File: src/hdl/pfi_pkg.sv
// Shared types and constants of the Pareto frontier insert block.
// No dependencies; compile first.
`default_nettype none

package pfi_pkg;

  localparam int unsigned KIND_W   = 2;
  localparam int unsigned RISK_W   = 32;
  localparam int unsigned RET_W    = 32;
  localparam int unsigned STATUS_W = 3;
  localparam int unsigned FIELD_W  = 6;

  typedef enum logic [KIND_W-1:0] {
    KIND_OFFER = 2'd0,
    KIND_READ  = 2'd1,
    KIND_CLEAR = 2'd2
  } kind_e;

  typedef enum logic [STATUS_W-1:0] {
    ST_ACCEPT    = 3'd0,
    ST_DOMINATED = 3'd1,
    ST_FULL      = 3'd2,
    ST_ENTRY     = 3'd3,
    ST_EMPTY     = 3'd4,
    ST_CLEARED   = 3'd5
  } status_e;

  typedef enum logic [3:0] {
    S_IDLE,
    S_LAST,
    S_SRCH,
    S_REM,
    S_PLAN,
    S_MOVE,
    S_EMIT,
    S_RD,
    S_RDD
  } state_e;

  typedef struct packed {
    logic [RISK_W-1:0] risk;
    logic [RET_W-1:0]  ret;
  } point_t;

endpackage

`default_nettype wire

File: src/hdl/pfi_intf.sv
// Request and result channel interfaces of the Pareto frontier insert block.
// Depends on pfi_pkg.
`default_nettype none

interface pfi_req_if;
  import pfi_pkg::*;

  logic                     valid;
  logic                     ready;
  logic [KIND_W-1:0]        kind;
  logic [RISK_W-1:0]        point_risk;
  logic signed [RET_W-1:0]  point_return;

  modport source (output valid, kind, point_risk, point_return, input ready);
  modport sink   (input valid, kind, point_risk, point_return, output ready);
endinterface

interface pfi_rsp_if;
  import pfi_pkg::*;

  logic                     valid;
  logic                     ready;
  logic [STATUS_W-1:0]      status;
  logic [FIELD_W-1:0]       position;
  logic [FIELD_W-1:0]       removed_count;
  logic [FIELD_W-1:0]       entry_count;
  logic [RISK_W-1:0]        entry_risk;
  logic signed [RET_W-1:0]  entry_return;
  logic                     last;

  modport source (output valid, status, position, removed_count, entry_count,
                  entry_risk, entry_return, last, input ready);
  modport sink   (input valid, status, position, removed_count, entry_count,
                  entry_risk, entry_return, last, output ready);
endinterface

`default_nettype wire

File: src/hdl/pfi_ram.sv
// Generic single-write, single-read RAM with registered read data.
// No dependencies.
`default_nettype none

module pfi_ram #(
  parameter int unsigned WIDTH = 64,
  parameter int unsigned DEPTH = 32,
  localparam int unsigned AW   = (DEPTH > 1) ? $clog2(DEPTH) : 1
) (
  input  logic             clk_i,
  input  logic             we_i,
  input  logic [AW-1:0]    waddr_i,
  input  logic [WIDTH-1:0] wdata_i,
  input  logic             re_i,
  input  logic [AW-1:0]    raddr_i,
  output logic [WIDTH-1:0] rdata_o
);

  logic [WIDTH-1:0] mem_q [DEPTH];
  logic [WIDTH-1:0] rdata_q;

  always_ff @(posedge clk_i) begin
    if (we_i) begin
      mem_q[waddr_i] <= wdata_i;
    end
  end

  always_ff @(posedge clk_i) begin
    if (re_i) begin
      rdata_q <= mem_q[raddr_i];
    end
  end

  assign rdata_o = rdata_q;

endmodule

`default_nettype wire

File: src/hdl/pareto_frontier_insert.sv
// Top level of the Pareto frontier insert block: sequencer, point table RAM
// and result register. Depends on pfi_pkg, pfi_intf (pfi_req_if, pfi_rsp_if)
// and pfi_ram.
//
//   Channel | Dir | Handshake     | Payload
//   --------+-----+---------------+----------------------------------------------
//   req_i   | in  | valid / ready | kind, point_risk, point_return
//   rsp_o   | out | valid / ready | status, position, removed_count, entry_count,
//           |     |               | entry_risk, entry_return, last
//
// One request at a time. The single read port and single write port of the point
// RAM walk the table one entry a cycle in the search and the shift; a read of
// the table passes each entry through S_RD and S_RDD and stalls on the result.
// Reset clears the entry count and the control state; the RAM needs no clearing pass.
// A stalled result sits in the output register; the next request is still
// taken, and its result waits until the register drains.
`default_nettype none

module pareto_frontier_insert #(
  parameter int unsigned CAPACITY = 32
) (
  input  logic       clk_i,
  input  logic       rst_ni,
  pfi_req_if.sink    req_i,
  pfi_rsp_if.source  rsp_o
);
  import pfi_pkg::*;

  localparam int unsigned CntW  = $clog2(CAPACITY + 1);
  localparam int unsigned AddrW = (CAPACITY > 1) ? $clog2(CAPACITY) : 1;
  localparam int unsigned PtW   = $bits(point_t);
  localparam logic [CntW-1:0] CapCnt = CntW'(CAPACITY);
  localparam logic [CntW-1:0] One    = CntW'(1);

  // Sequencer state
  state_e state_q, state_d;

  // Table occupancy and the point under work
  logic [CntW-1:0] cnt_q, cnt_d;
  point_t          pt_q, pt_d;

  // Walk index, insert index, removal count, previous return
  logic [CntW-1:0]         idx_q, idx_d;
  logic [CntW-1:0]         p_q, p_d;
  logic [CntW-1:0]         r_q, r_d;
  logic signed [RET_W-1:0] prev_ret_q, prev_ret_d;

  // Shift engine: moves left, next source, pending read and its source
  logic [CntW-1:0] mv_left_q, mv_left_d;
  logic [CntW-1:0] mv_src_q, mv_src_d;
  logic            mv_pend_q, mv_pend_d;
  logic [CntW-1:0] mv_psrc_q, mv_psrc_d;

  // Result of an offer, clear or empty read, waiting for the output register
  status_e         res_status_q, res_status_d;
  logic [CntW-1:0] res_pos_q, res_pos_d;
  logic [CntW-1:0] res_rem_q, res_rem_d;

  // Output register
  logic                    out_valid_q, out_valid_d;
  logic                    out_load;
  logic [STATUS_W-1:0]     out_status_q, out_status_d;
  logic [FIELD_W-1:0]      out_pos_q, out_pos_d;
  logic [FIELD_W-1:0]      out_rem_q, out_rem_d;
  logic [FIELD_W-1:0]      out_cnt_q, out_cnt_d;
  logic [RISK_W-1:0]       out_risk_q, out_risk_d;
  logic signed [RET_W-1:0] out_ret_q, out_ret_d;
  logic                    out_last_q, out_last_d;

  // RAM port
  logic             ram_we, ram_re;
  logic [AddrW-1:0] ram_waddr, ram_raddr;
  point_t           ram_wdata;
  logic [PtW-1:0]   ram_rdata;
  point_t           rd_pt;

  // Shared decisions
  logic                    req_fire;
  kind_e                   req_kind;
  logic signed [RET_W-1:0] pt_ret, rd_ret;
  logic                    beyond, ret_le, ret_lt, ret_gt, prev_beats;
  logic                    found, at_end, has_next, rd_last;
  logic                    out_free, full_plan, mv_done;
  logic [CntW-1:0]         idx_inc, cnt_dec, mv_dst;

  pfi_ram #(
    .WIDTH (PtW),
    .DEPTH (CAPACITY)
  ) u_ram (
    .clk_i   (clk_i),
    .we_i    (ram_we),
    .waddr_i (ram_waddr),
    .wdata_i (ram_wdata),
    .re_i    (ram_re),
    .raddr_i (ram_raddr),
    .rdata_o (ram_rdata)
  );

  assign rd_pt = point_t'(ram_rdata);

  always_comb begin
    req_fire   = req_i.valid && req_i.ready;
    req_kind   = kind_e'(req_i.kind);
    pt_ret     = $signed(pt_q.ret);
    rd_ret     = $signed(rd_pt.ret);
    beyond     = pt_q.risk > rd_pt.risk;
    found      = pt_q.risk < rd_pt.risk;
    ret_le     = pt_ret <= rd_ret;
    ret_lt     = pt_ret < rd_ret;
    ret_gt     = pt_ret > rd_ret;
    prev_beats = pt_ret < prev_ret_q;
    idx_inc    = idx_q + One;
    cnt_dec    = cnt_q - One;
    at_end     = idx_q == cnt_dec;
    has_next   = idx_inc < cnt_q;
    rd_last    = idx_inc == cnt_q;
    out_free   = !out_valid_q || rsp_o.ready;
    full_plan  = (r_q == '0) && (cnt_q == CapCnt);
    mv_done    = (mv_left_q == '0) && !mv_pend_q;
    // Shift up by one when nothing is removed, else down by r - 1
    mv_dst     = mv_psrc_q + One - r_q;
  end

  // Next state
  always_comb begin
    state_d = state_q;
    case (state_q)
      S_IDLE: begin
        if (req_fire) begin
          case (req_kind)
            KIND_OFFER: state_d = (cnt_q == '0) ? S_EMIT : S_LAST;
            KIND_READ:  state_d = (cnt_q == '0) ? S_EMIT : S_RD;
            KIND_CLEAR: state_d = S_EMIT;
            default:    state_d = S_IDLE;
          endcase
        end
      end
      S_LAST: begin
        state_d = beyond ? S_EMIT : S_SRCH;
      end
      S_SRCH: begin
        if (found) begin
          if (idx_q != '0 && prev_beats) begin
            state_d = S_EMIT;
          end else if (ret_gt && has_next) begin
            state_d = S_REM;
          end else begin
            state_d = S_PLAN;
          end
        end else if (at_end) begin
          state_d = ret_lt ? S_EMIT : S_PLAN;
        end
      end
      S_REM: begin
        if (!(ret_gt && has_next)) begin
          state_d = S_PLAN;
        end
      end
      S_PLAN: begin
        state_d = full_plan ? S_EMIT : S_MOVE;
      end
      S_MOVE: begin
        if (mv_done) begin
          state_d = S_EMIT;
        end
      end
      S_EMIT: begin
        if (out_free) begin
          state_d = S_IDLE;
        end
      end
      S_RD: begin
        if (out_free) begin
          state_d = S_RDD;
        end
      end
      S_RDD: begin
        state_d = rd_last ? S_IDLE : S_RD;
      end
      default: state_d = S_IDLE;
    endcase
  end

  // Datapath, RAM port and output register control
  always_comb begin
    req_i.ready  = (state_q == S_IDLE);
    cnt_d        = cnt_q;
    pt_d         = pt_q;
    idx_d        = idx_q;
    p_d          = p_q;
    r_d          = r_q;
    prev_ret_d   = prev_ret_q;
    mv_left_d    = mv_left_q;
    mv_src_d     = mv_src_q;
    mv_pend_d    = mv_pend_q;
    mv_psrc_d    = mv_psrc_q;
    res_status_d = res_status_q;
    res_pos_d    = res_pos_q;
    res_rem_d    = res_rem_q;
    ram_we       = 1'b0;
    ram_waddr    = '0;
    ram_wdata    = pt_q;
    ram_re       = 1'b0;
    ram_raddr    = '0;
    out_load     = 1'b0;
    out_status_d = out_status_q;
    out_pos_d    = out_pos_q;
    out_rem_d    = out_rem_q;
    out_cnt_d    = out_cnt_q;
    out_risk_d   = out_risk_q;
    out_ret_d    = out_ret_q;
    out_last_d   = out_last_q;

    case (state_q)
      S_IDLE: begin
        if (req_fire) begin
          pt_d      = '{risk: req_i.point_risk, ret: req_i.point_return};
          res_pos_d = '0;
          res_rem_d = '0;
          idx_d     = '0;
          case (req_kind)
            KIND_OFFER: begin
              if (cnt_q == '0) begin
                // Empty table: take the point at the head
                ram_we       = 1'b1;
                ram_waddr    = '0;
                ram_wdata    = '{risk: req_i.point_risk, ret: req_i.point_return};
                cnt_d        = One;
                res_status_d = ST_ACCEPT;
              end else begin
                ram_re    = 1'b1;
                ram_raddr = cnt_dec[AddrW-1:0];
              end
            end
            KIND_READ: begin
              res_status_d = ST_EMPTY;
            end
            KIND_CLEAR: begin
              cnt_d        = '0;
              res_status_d = ST_CLEARED;
            end
            default: ;
          endcase
        end
      end

      S_LAST: begin
        // Entry n-1 is on the read port
        res_pos_d = cnt_q;
        if (beyond) begin
          if (ret_le) begin
            res_status_d = ST_DOMINATED;
          end else if (cnt_q == CapCnt) begin
            res_status_d = ST_FULL;
          end else begin
            ram_we       = 1'b1;
            ram_waddr    = cnt_q[AddrW-1:0];
            cnt_d        = cnt_q + One;
            res_status_d = ST_ACCEPT;
          end
        end else begin
          ram_re    = 1'b1;
          ram_raddr = '0;
        end
      end

      S_SRCH: begin
        // Entry idx is on the read port; scan for the first greater risk
        if (found) begin
          p_d       = idx_q;
          res_pos_d = idx_q;
          r_d       = '0;
          if (idx_q != '0 && prev_beats) begin
            res_status_d = ST_DOMINATED;
          end else if (ret_gt) begin
            r_d = One;
            if (has_next) begin
              ram_re    = 1'b1;
              ram_raddr = idx_inc[AddrW-1:0];
              idx_d     = idx_inc;
            end
          end
        end else if (at_end) begin
          // Equal to the last risk: go after it
          p_d          = cnt_q;
          r_d          = '0;
          res_pos_d    = cnt_q;
          res_status_d = ST_DOMINATED;
        end else begin
          ram_re     = 1'b1;
          ram_raddr  = idx_inc[AddrW-1:0];
          idx_d      = idx_inc;
          prev_ret_d = rd_ret;
        end
      end

      S_REM: begin
        // Count dominated entries from the insert index on
        if (ret_gt) begin
          r_d = r_q + One;
          if (has_next) begin
            ram_re    = 1'b1;
            ram_raddr = idx_inc[AddrW-1:0];
            idx_d     = idx_inc;
          end
        end
      end

      S_PLAN: begin
        res_pos_d = p_q;
        mv_pend_d = 1'b0;
        if (full_plan) begin
          res_status_d = ST_FULL;
          res_rem_d    = '0;
        end else if (r_q == '0) begin
          // Open a slot: move p..n-1 up by one, top first
          mv_left_d = cnt_q - p_q;
          mv_src_d  = cnt_dec;
        end else if (r_q == One) begin
          mv_left_d = '0;
          mv_src_d  = p_q;
        end else begin
          // Close the gap: move p+r..n-1 down by r-1, bottom first
          mv_left_d = cnt_q - p_q - r_q;
          mv_src_d  = p_q + r_q;
        end
      end

      S_MOVE: begin
        if (mv_pend_q) begin
          ram_we    = 1'b1;
          ram_waddr = mv_dst[AddrW-1:0];
          ram_wdata = rd_pt;
        end
        if (mv_left_q != '0) begin
          ram_re    = 1'b1;
          ram_raddr = mv_src_q[AddrW-1:0];
          mv_pend_d = 1'b1;
          mv_psrc_d = mv_src_q;
          mv_src_d  = (r_q == '0) ? mv_src_q - One : mv_src_q + One;
          mv_left_d = mv_left_q - One;
        end else begin
          mv_pend_d = 1'b0;
        end
        if (mv_done) begin
          // Drop the point into its slot
          ram_we       = 1'b1;
          ram_waddr    = p_q[AddrW-1:0];
          ram_wdata    = pt_q;
          cnt_d        = cnt_q - r_q + One;
          res_status_d = ST_ACCEPT;
          res_pos_d    = p_q;
          res_rem_d    = r_q;
        end
      end

      S_EMIT: begin
        if (out_free) begin
          out_load     = 1'b1;
          out_status_d = res_status_q;
          out_pos_d    = FIELD_W'(res_pos_q);
          out_rem_d    = FIELD_W'(res_rem_q);
          out_cnt_d    = FIELD_W'(cnt_q);
          out_risk_d   = '0;
          out_ret_d    = '0;
          out_last_d   = 1'b1;
        end
      end

      S_RD: begin
        if (out_free) begin
          ram_re    = 1'b1;
          ram_raddr = idx_q[AddrW-1:0];
        end
      end

      S_RDD: begin
        // Output register drained in S_RD; load the entry
        out_load     = 1'b1;
        out_status_d = ST_ENTRY;
        out_pos_d    = FIELD_W'(idx_q);
        out_rem_d    = '0;
        out_cnt_d    = FIELD_W'(cnt_q);
        out_risk_d   = rd_pt.risk;
        out_ret_d    = rd_ret;
        out_last_d   = rd_last;
        idx_d        = idx_inc;
      end

      default: ;
    endcase

    if (out_load) begin
      out_valid_d = 1'b1;
    end else if (rsp_o.ready) begin
      out_valid_d = 1'b0;
    end else begin
      out_valid_d = out_valid_q;
    end
  end

  // Control registers
  always_ff @(posedge clk_i or negedge rst_ni) begin
    if (!rst_ni) begin
      state_q     <= S_IDLE;
      cnt_q       <= '0;
      mv_pend_q   <= 1'b0;
      mv_left_q   <= '0;
      out_valid_q <= 1'b0;
    end else begin
      state_q     <= state_d;
      cnt_q       <= cnt_d;
      mv_pend_q   <= mv_pend_d;
      mv_left_q   <= mv_left_d;
      out_valid_q <= out_valid_d;
    end
  end

  // Payload registers
  always_ff @(posedge clk_i) begin
    pt_q         <= pt_d;
    idx_q        <= idx_d;
    p_q          <= p_d;
    r_q          <= r_d;
    prev_ret_q   <= prev_ret_d;
    mv_src_q     <= mv_src_d;
    mv_psrc_q    <= mv_psrc_d;
    res_status_q <= res_status_d;
    res_pos_q    <= res_pos_d;
    res_rem_q    <= res_rem_d;
    out_status_q <= out_status_d;
    out_pos_q    <= out_pos_d;
    out_rem_q    <= out_rem_d;
    out_cnt_q    <= out_cnt_d;
    out_risk_q   <= out_risk_d;
    out_ret_q    <= out_ret_d;
    out_last_q   <= out_last_d;
  end

  assign rsp_o.valid         = out_valid_q;
  assign rsp_o.status        = out_status_q;
  assign rsp_o.position      = out_pos_q;
  assign rsp_o.removed_count = out_rem_q;
  assign rsp_o.entry_count   = out_cnt_q;
  assign rsp_o.entry_risk    = out_risk_q;
  assign rsp_o.entry_return  = out_ret_q;
  assign rsp_o.last          = out_last_q;

  // The table never holds more than its capacity
  a_cnt_bound: assert property (@(posedge clk_i) disable iff (!rst_ni)
    cnt_q <= CapCnt)
    else $error("entry count above capacity");

  // The RAM is never read and written at the same entry in the same cycle
  a_no_rw_clash: assert property (@(posedge clk_i) disable iff (!rst_ni)
    (ram_we && ram_re) |-> (ram_waddr != ram_raddr))
    else $error("RAM read and write hit the same entry");

  // A result is never loaded over one that is still waiting
  a_no_overwrite: assert property (@(posedge clk_i) disable iff (!rst_ni)
    out_load |-> (!out_valid_q || rsp_o.ready))
    else $error("result register overwritten");

  // A clear empties the table at once
  a_clear_empties: assert property (@(posedge clk_i) disable iff (!rst_ni)
    (req_fire && req_i.kind == KIND_CLEAR) |=> (cnt_q == '0))
    else $error("clear left entries behind");

endmodule

`default_nettype wire

File: src/flat_wrapper.sv
// flat-port wrapper written by rule: the top's interface ports become plain ports
module pareto_frontier_insert_flat import pfi_pkg::*;
#(
  parameter int unsigned CAPACITY = 32
)
  (clk_i, rst_ni, req_i_valid, req_i_kind, req_i_point_risk, req_i_point_return, req_i_ready, rsp_o_valid, rsp_o_status, rsp_o_position, rsp_o_removed_count, rsp_o_entry_count, rsp_o_entry_risk, rsp_o_entry_return, rsp_o_last, rsp_o_ready);
  pfi_req_if req_i_i ();
  pfi_rsp_if rsp_o_i ();
  input  logic clk_i;
  input  logic rst_ni;
  input wire logic [$bits(req_i_i.valid)-1:0] req_i_valid;
  input wire logic [$bits(req_i_i.kind)-1:0] req_i_kind;
  input wire logic [$bits(req_i_i.point_risk)-1:0] req_i_point_risk;
  input wire logic [$bits(req_i_i.point_return)-1:0] req_i_point_return;
  output wire logic [$bits(req_i_i.ready)-1:0] req_i_ready;
  output wire logic [$bits(rsp_o_i.valid)-1:0] rsp_o_valid;
  output wire logic [$bits(rsp_o_i.status)-1:0] rsp_o_status;
  output wire logic [$bits(rsp_o_i.position)-1:0] rsp_o_position;
  output wire logic [$bits(rsp_o_i.removed_count)-1:0] rsp_o_removed_count;
  output wire logic [$bits(rsp_o_i.entry_count)-1:0] rsp_o_entry_count;
  output wire logic [$bits(rsp_o_i.entry_risk)-1:0] rsp_o_entry_risk;
  output wire logic [$bits(rsp_o_i.entry_return)-1:0] rsp_o_entry_return;
  output wire logic [$bits(rsp_o_i.last)-1:0] rsp_o_last;
  input wire logic [$bits(rsp_o_i.ready)-1:0] rsp_o_ready;
  assign req_i_i.valid = req_i_valid;
  assign req_i_i.kind = req_i_kind;
  assign req_i_i.point_risk = req_i_point_risk;
  assign req_i_i.point_return = req_i_point_return;
  assign req_i_ready = req_i_i.ready;
  assign rsp_o_valid = rsp_o_i.valid;
  assign rsp_o_status = rsp_o_i.status;
  assign rsp_o_position = rsp_o_i.position;
  assign rsp_o_removed_count = rsp_o_i.removed_count;
  assign rsp_o_entry_count = rsp_o_i.entry_count;
  assign rsp_o_entry_risk = rsp_o_i.entry_risk;
  assign rsp_o_entry_return = rsp_o_i.entry_return;
  assign rsp_o_last = rsp_o_i.last;
  assign rsp_o_i.ready = rsp_o_ready;
  pareto_frontier_insert #(.CAPACITY(CAPACITY)) u_core (.clk_i(clk_i), .rst_ni(rst_ni), .req_i(req_i_i), .rsp_o(rsp_o_i));
endmodule
File: config.mk
export PLATFORM = sky130hd
export DESIGN_NAME = pareto_frontier_insert_flat
export DESIGN_NICKNAME = d
export VERILOG_FILES = /design/src/hdl/pfi_pkg.sv /design/src/hdl/pfi_intf.sv /design/src/hdl/pfi_ram.sv /design/src/hdl/pareto_frontier_insert.sv /design/src/flat_wrapper.sv
export SDC_FILE = /design/constraint.sdc
export NUM_CORES = 2
export LEC_CHECK = 0
export BUFFER_PORTS_ARGS = -buffer_cell sky130_fd_sc_hd__buf_2
export CORE_ASPECT_RATIO = 0.6
export CORE_MARGIN = 1
export CORE_UTILIZATION = 55
export DETAILED_ROUTE_END_ITERATION = 10
export MAX_ROUTING_LAYER = met4
export PLACE_DENSITY = 0.74
export REMOVE_ABC_BUFFERS = 1
export SYNTH_ARGS = -nofsm -noshare
export SYNTH_HDL_FRONTEND = slang
export SYNTH_SLANG_ARGS = --single-unit
File: constraint.sdc
create_clock -name clk_i -period 9 [get_ports clk_i]
set_input_delay 0.9 -clock clk_i [delete_from_list [all_inputs] [get_ports clk_i]]
set_output_delay 0.9 -clock clk_i [all_outputs]
set_load 0.05 [all_outputs]
Word-level counts from Yosys, hierarchy flattened. Memories as Yosys holds them, arrays and structs flattened. A register that Yosys moved wholly into a read port is not among the register bits. Index checks and enable logic that the tools add are counted.

Bits in registers: 244. Memory bits (writable): 2048. Input port bits: 70. Output and inout port bits: 88. Logic and storage cells: 248. Memories: 1.

Add/subtract/negate cells: 14. Order comparisons: 7. Eq/ne operators: 33. Multiplexer cells: 131. Bitwise gates (word level): 2. Reduce and logical (&&, ||, !) cells: 37.

Memory list: u_core.u_ram.mem_q (words 32, width 64, rd ports 1, clocked after memory_dff 1, wr ports 1, RTL line pfi_ram.sv:19) `logic [WIDTH-1:0] mem_q [DEPTH];`.

Operators by type and width (count): 64-bit two-way mux (5); 6-bit two-way mux (33); 32-bit one-hot mux with 2 select lines (2); 64-bit one-hot mux with 2 select lines (1); 32-bit < comparator (3); 6-bit one-hot mux with 2 select lines (7); 5-bit two-way mux (15); 32-bit > comparator (2); 3-bit two-way mux (14); 4-bit one-hot mux with 9 select lines (1); 6-bit one-hot mux with 3 select lines (2); 32-bit less-or-equal comparator (1); 32-bit two-way mux (1); 4-bit two-way mux (8); 6-bit by 1-bit adder with 6-bit output, second input constant (5); 6-bit one-hot mux with 5 select lines (1); 1-bit two-way mux (26); 5-bit one-hot mux with 5 select lines (1); 6-bit one-hot mux with 4 select lines (1); 6-bit logical NOT (3); 6-bit by 1-bit subtractor with 6-bit output, second input constant (3); 6-bit subtractor (3); 4-bit by 3-bit == test with 1-bit output, second input constant (4); 3-bit one-hot mux with 5 select lines (1); 43 further kinds (81).

Longest topological paths before layout.
Depth in word-level cells: 7. Mapped depth: 21.

Cells and area by module. A second synthesis with hierarchy kept.

Cell total of the unflattened synthesis: 4485. Area total of the unflattened synthesis: 94333.0 um^2.

By module, submodules not included: pfi_ram (instances 1, cells each 3096, area each 79623.9 um^2); pareto_frontier_insert (instances 1, cells each 1389, area each 14709.1 um^2).

Worst setup path after synthesis. OpenSTA, ideal clock, no wires.

Kind: reg2reg. Start point: reg u_core.state_q[0]. End point: mem u_core.u_ram.mem_q[8][0] (enable). Arrival: 6.217 ns. Setup slack: 2.296 ns. Stages on the path, launching flop included: 10. Path buffers: 1. Clock period less this slack: 6.704 ns. Path through: dfrtp_1 -> clkbuf_1 -> or4_4 -> inv_1 -> nand2_1 -> inv_1 -> and3_1 -> or3b_2 -> nand3b_1 -> nor2_1.

Longest elaborated chain between the ends: 6.

RTL lines: from (decl) (RTL line pareto_frontier_insert.sv:36) `state_e state_q, state_d;`; from (signal assigned) (RTL line pareto_frontier_insert.sv:411) `state_q <= state_d;`; 4-bit logical NOT (*) (RTL line pareto_frontier_insert.sv:186) `req_i.ready = (state_q == S_IDLE);`; named net req_i_ready (RTL line flat_wrapper.sv:15) `output wire logic [$bits(req_i_i.ready)-1:0] req_i_ready;`; 1-bit logical AND (RTL line pareto_frontier_insert.sv:102) `req_fire = req_i.valid && req_i.ready;`; 1-bit two-way mux (RTL line pareto_frontier_insert.sv:216) `if (req_fire) begin`; 1-bit one-hot mux with 3 select lines (*) (RTL line pareto_frontier_insert.sv:214) `case (state_q)`; 1-bit two-way mux (*) (RTL line pfi_ram.sv:23) `if (we_i) begin`; 1-bit two-way mux (not written as such) (*) (RTL line pfi_ram.sv:24) `mem_q[waddr_i] <= wdata_i;`; to (decl) (RTL line pfi_ram.sv:19).

The timed path passes the listed nets; every way through them passes the cells marked *.

Worst setup path in the final report.
Start point: reg u_core.u_ram.rdata_q[38], in the netlist u_core.u_ram.rdata_o[38], read port of u_core.u_ram.mem_q. End point: reg u_core.u_ram.rdata_q[24], in the netlist u_core.u_ram.rdata_o[24], read port of u_core.u_ram.mem_q (data pin).

Longest elaborated chain between the ends: 3.

RTL lines: from (decl) (RTL line pfi_ram.sv:20) `logic [WIDTH-1:0] rdata_q;`; 32-bit < comparator / 32-bit > comparator (equally long branches) (RTL line pareto_frontier_insert.sv:107, pareto_frontier_insert.sv:106); 1-bit two-way mux (tied with other cells) (RTL line pareto_frontier_insert.sv:269) `if (found) begin`; 1-bit one-hot mux with 6 select lines / 5-bit one-hot mux with 5 select lines (equally long branches) (RTL line pareto_frontier_insert.sv:214).

Parallel ways exist; a longest one is shown, timed or not. A chain may end at the register's enable or synchronous reset.

==> results_dict.tcl <==
set metrics [dict create \
    synthCells 6732 \
    die_w_um 549 \
    fin_util 0.612 \
    slew_violations 2 \
    fin_crit_ns 6.95 \
    cts_hold_buf 0 \
    postPlaceCellArea_mm2 0.103 \
    power.density_mw_per_mm2 348 \
    rsz0062_at_grt "no" \
    pre_cts_ws_ns 2.40 \
    synth_top_family_by_area "compound AO/OA/AOI/OAI gates" \
    cts-resized-gates 0 \
    tns_ns 0 \
    antenna_found_initial 10 \
    final_area_mm2 0.109 \
    r2r-start "u_core.u_ram.rdata_o[38]" \
    coreArea_mm2 0.179 \
    avgSynthCellArea_um2 14.7 \
    synth-seq-cells 2355 \
    drc 0 \
    drtPass1Iterations 8 \
    hp-class "in2async" \
    synth-main-ff-cell "edfxtp_1" \
    place.gp.congestion 1.00 \
    relSlewSlack -0.0862 \
    cp_cell_sequence "inv_1 -> ha_1 -> a21oi_1 -> nand3_1 -> a221oi_1 -> a31oi_1 -> buf_4 -> o211ai_2 -> inv_2 -> buf_4 -> a21oi_4 -> o21a_4 -> buf_12 -> mux2i_1 -> mux2i_1 -> a22oi_1 -> nand4_1" \
    synth_top_area_frac 0.710 \
    crit_path_top_delay_cell "o21a_4" \
    hold_viol_final 0 \
    drt_wl_total_um 315000 \
    initial_core_util 0.554 \
    cts_tree "done" \
    yosysMostFrequentCell "edfxtp_1" \
    rr_endpoint "u_core.u_ram.rdata_o[24]" \
    setup_viol 0 \
    rows 120 \
    final_layout_size_suffix_gt1_frac 0.112 \
    r2r_cells 17 \
    cts_made_buffers 211 \
    num_io_pins 158 \
    hpwl_um 179000 \
    yosysWarnings 0 \
    fin_worst_skew_ns 0.0596 \
    clock_latency_ns 0.88 \
    critPathCaptureType "flip-flop" \
    crit_arrival_ns 7.36 \
    htreeDepth 4 \
    synthMuxAreaShare 0.0559 \
    setup_ws_ns 2.05 \
    max_freq_ghz 0.144 \
    drv_cap 1 \
    synth_area_mm2 0.0989 \
    startpoint_type "flip-flop" \
    synth_largest_area_cell "edfxtp_1" \
    drt_iter0_drc 12200 \
    path_buf_inv 5 \
    grt_pass1_vias 60900 \
    synth.distinct_cells 91 \
    synth_compound_area_frac 0.105 \
    synth-edff-count 2337 \
    vias 64700 \
    grt_max_degree 164 \
    synth-xor-area-share 0.00388 \
    tightest_slew_ns 1.61 \
    synth-adder-area-share 0.0199 \
    grt_usage 0.352 \
    cts.reportedPaths.clkPinSlew_ns 0.07 \
    async_flop_share 0.00764 \
    ir_worst_vdd_mv 0.304 \
    whs_ns 0.0615 \
    grt-ovfl-total 0 \
    port_buffers 157 \
    cts.sinks 2355 \
    cp_slowest_stage_delay_ns 0.95 \
    path_class "reg2reg" \
    fin_crit_sh 0.772 \
    violations "max-capacitance violations, max-slew violations" \
    cts_buffer_depth 4 \
    yosys.area_share.simple 0.0716 \
    areaGrowthSynthToFinish_pct 10.4 \
    final_net_count 7041 \
    wl_per_cell_um 33.7 \
    vias_per_cell 6.91 \
    drtAntennaViolNets 0 \
    ys_seq_area_frac 0.714 \
    synth_common_cells "edfxtp_1, nand2_1, mux2i_1" \
    worstPathRequired_ns 9.41 \
    synth.area.top_cells "edfxtp_1, mux2i_1, nand2_1" \
    critical-path-top-delay-family "compound AO/OA/AOI/OAI gates" \
    ff2ff_setup_slack_ns 2.05 \
    critPathMaxFanout 82 \
    dieArea_mm2 0.182 \
    status "complete, but fails checks" \
    clockRootBuffer "clkbuf_16" \
    grt_pass1_wl_um 442000 \
    die_h_um 330 \
    p_leak_nw 39.0 \
    post_cts_buffers 0 \
]
## layout make-up
type | count | area (um^2)
well taps | 2379 | 2980
fillers | 12900 | 69300
diodes | 11 | 27.5
inverters | 224 | 843
clock inverters | 113 | 937
clock buffers | 261 | 5540
multi-input cells | 3694 | 25700
flip-flops and latches | 2355 | 70600
repair buffers | 331 | 2550
## worst register-to-register path: cells and delay by family (launching register included)
family                     cells  cell delay [ns]
AOI/OAI and AO/OA              7             2.93
muxes                          2             0.40
buffers and inverters          5             1.48
and+or+nand+nor                2             0.86
DFF                            1             0.60
adders and majority gates      1             0.22
## metal layers
| metal | global-route usage | routed length [um] |
|---|---|---|
| met1 | 0.492 | 118000 |
| met2 | 0.479 | 131000 |
| met3 | 0.109 | 51100 |
| met4 | 0.142 | 14400 |
| met5 | - | 0 |
## cells in the final DEF (no fill, tap or decap), types with 45 or more instances in the layout
cell	netlist	routed
edfxtp_1	2337	2337
nand2_1	1017	1017
mux2i_1	430	430
nand3_1	274	273
inv_1	220	219
o211ai_1	213	213
clkbuf_16	0	213
o211a_1	165	164
buf_2	156	157
a211oi_1	151	151
ha_1	148	148
a311oi_1	146	146
buf_4	28	137
a21oi_1	119	119
o21ai_0	114	112
a22oi_1	101	101
mux2_2	87	87
nor4_1	76	76
nor2_1	111	70
clkinv_1	3	53
clkbuf_1	219	45
## cell families (layout without fill, tap and decap cells)
kind of cell,count (synthesis),after routing
mux,539,539
flops,2355,2355
other cells,0,11
buf+inv,683,929
xor+xnor,43,43
fa+ha+maj,154,154
compound gates,1327,1327
simple gates,1631,1631
## where the power goes
group | total (W) | switching (W) | internal, W
clock network | 0.00878 | 0.00405 | 0.00474
logic | 0.0147 | 0.0106 | 0.00412
registers | 0.0145 | 0.000657 | 0.0139
## how the worst max path moves through the flow
| stage | start | end | slack, ns | depth (start not counted) |
|---|---|---|---|---|
| floorplan | u_core.state_q[0] | u_core.u_ram.rdata_o[19] | -17.29 | 10 |
| global placement | u_core.u_ram.rdata_o[59] | u_core.u_ram.rdata_o[24] | 2.57 | 16 |
| detailed placement | u_core.cnt_q[0] | u_core.u_ram.rdata_o[24] | 2.40 | 16 |
| CTS | u_core.cnt_q[0] | u_core.u_ram.rdata_o[11] | 2.38 | 16 |
| global route | u_core.cnt_q[0] | u_core.u_ram.rdata_o[24] | 1.99 | 16 |
| finish | u_core.u_ram.rdata_o[38] | u_core.u_ram.rdata_o[24] | 2.05 | 17 |
## through the flow
stage / total power, W / std cells
after detailed placement: 0.0287 / 8983
after floorplan: 0.0245 / 6273
after CTS: 0.0374 / 9357
final: 0.0380 / 9368
after global placement: 0.0285 / 8983
after global routing: 0.0390 / 9368
## registers in the layout, summed over array words and instances (netlist names), 4 cells and up
signal / cells
u_core.rsp_o.entry_count: 6
u_core.rsp_o.position: 6
u_core.r_q: 6
u_core.rsp_o.entry_return: 32
u_core.p_q: 6
u_core.state_q: 4
u_core.pt_ret: 32
u_core.mv_left_q: 6
u_core.idx_q: 6
u_core.mv_src_q: 5
u_core.rsp_o.removed_count: 6
u_core.mv_psrc_q: 5
u_core.pt_q: 32
u_core.prev_ret_q: 32
u_core.u_ram.rdata_o: 64
u_core.cnt_q: 6
u_core.rsp_o.entry_risk: 32
u_core.u_ram.mem_q: 2048
u_core.res_pos_q: 6
u_core.res_rem_q: 6
Power figures use the tool's default switching activity.
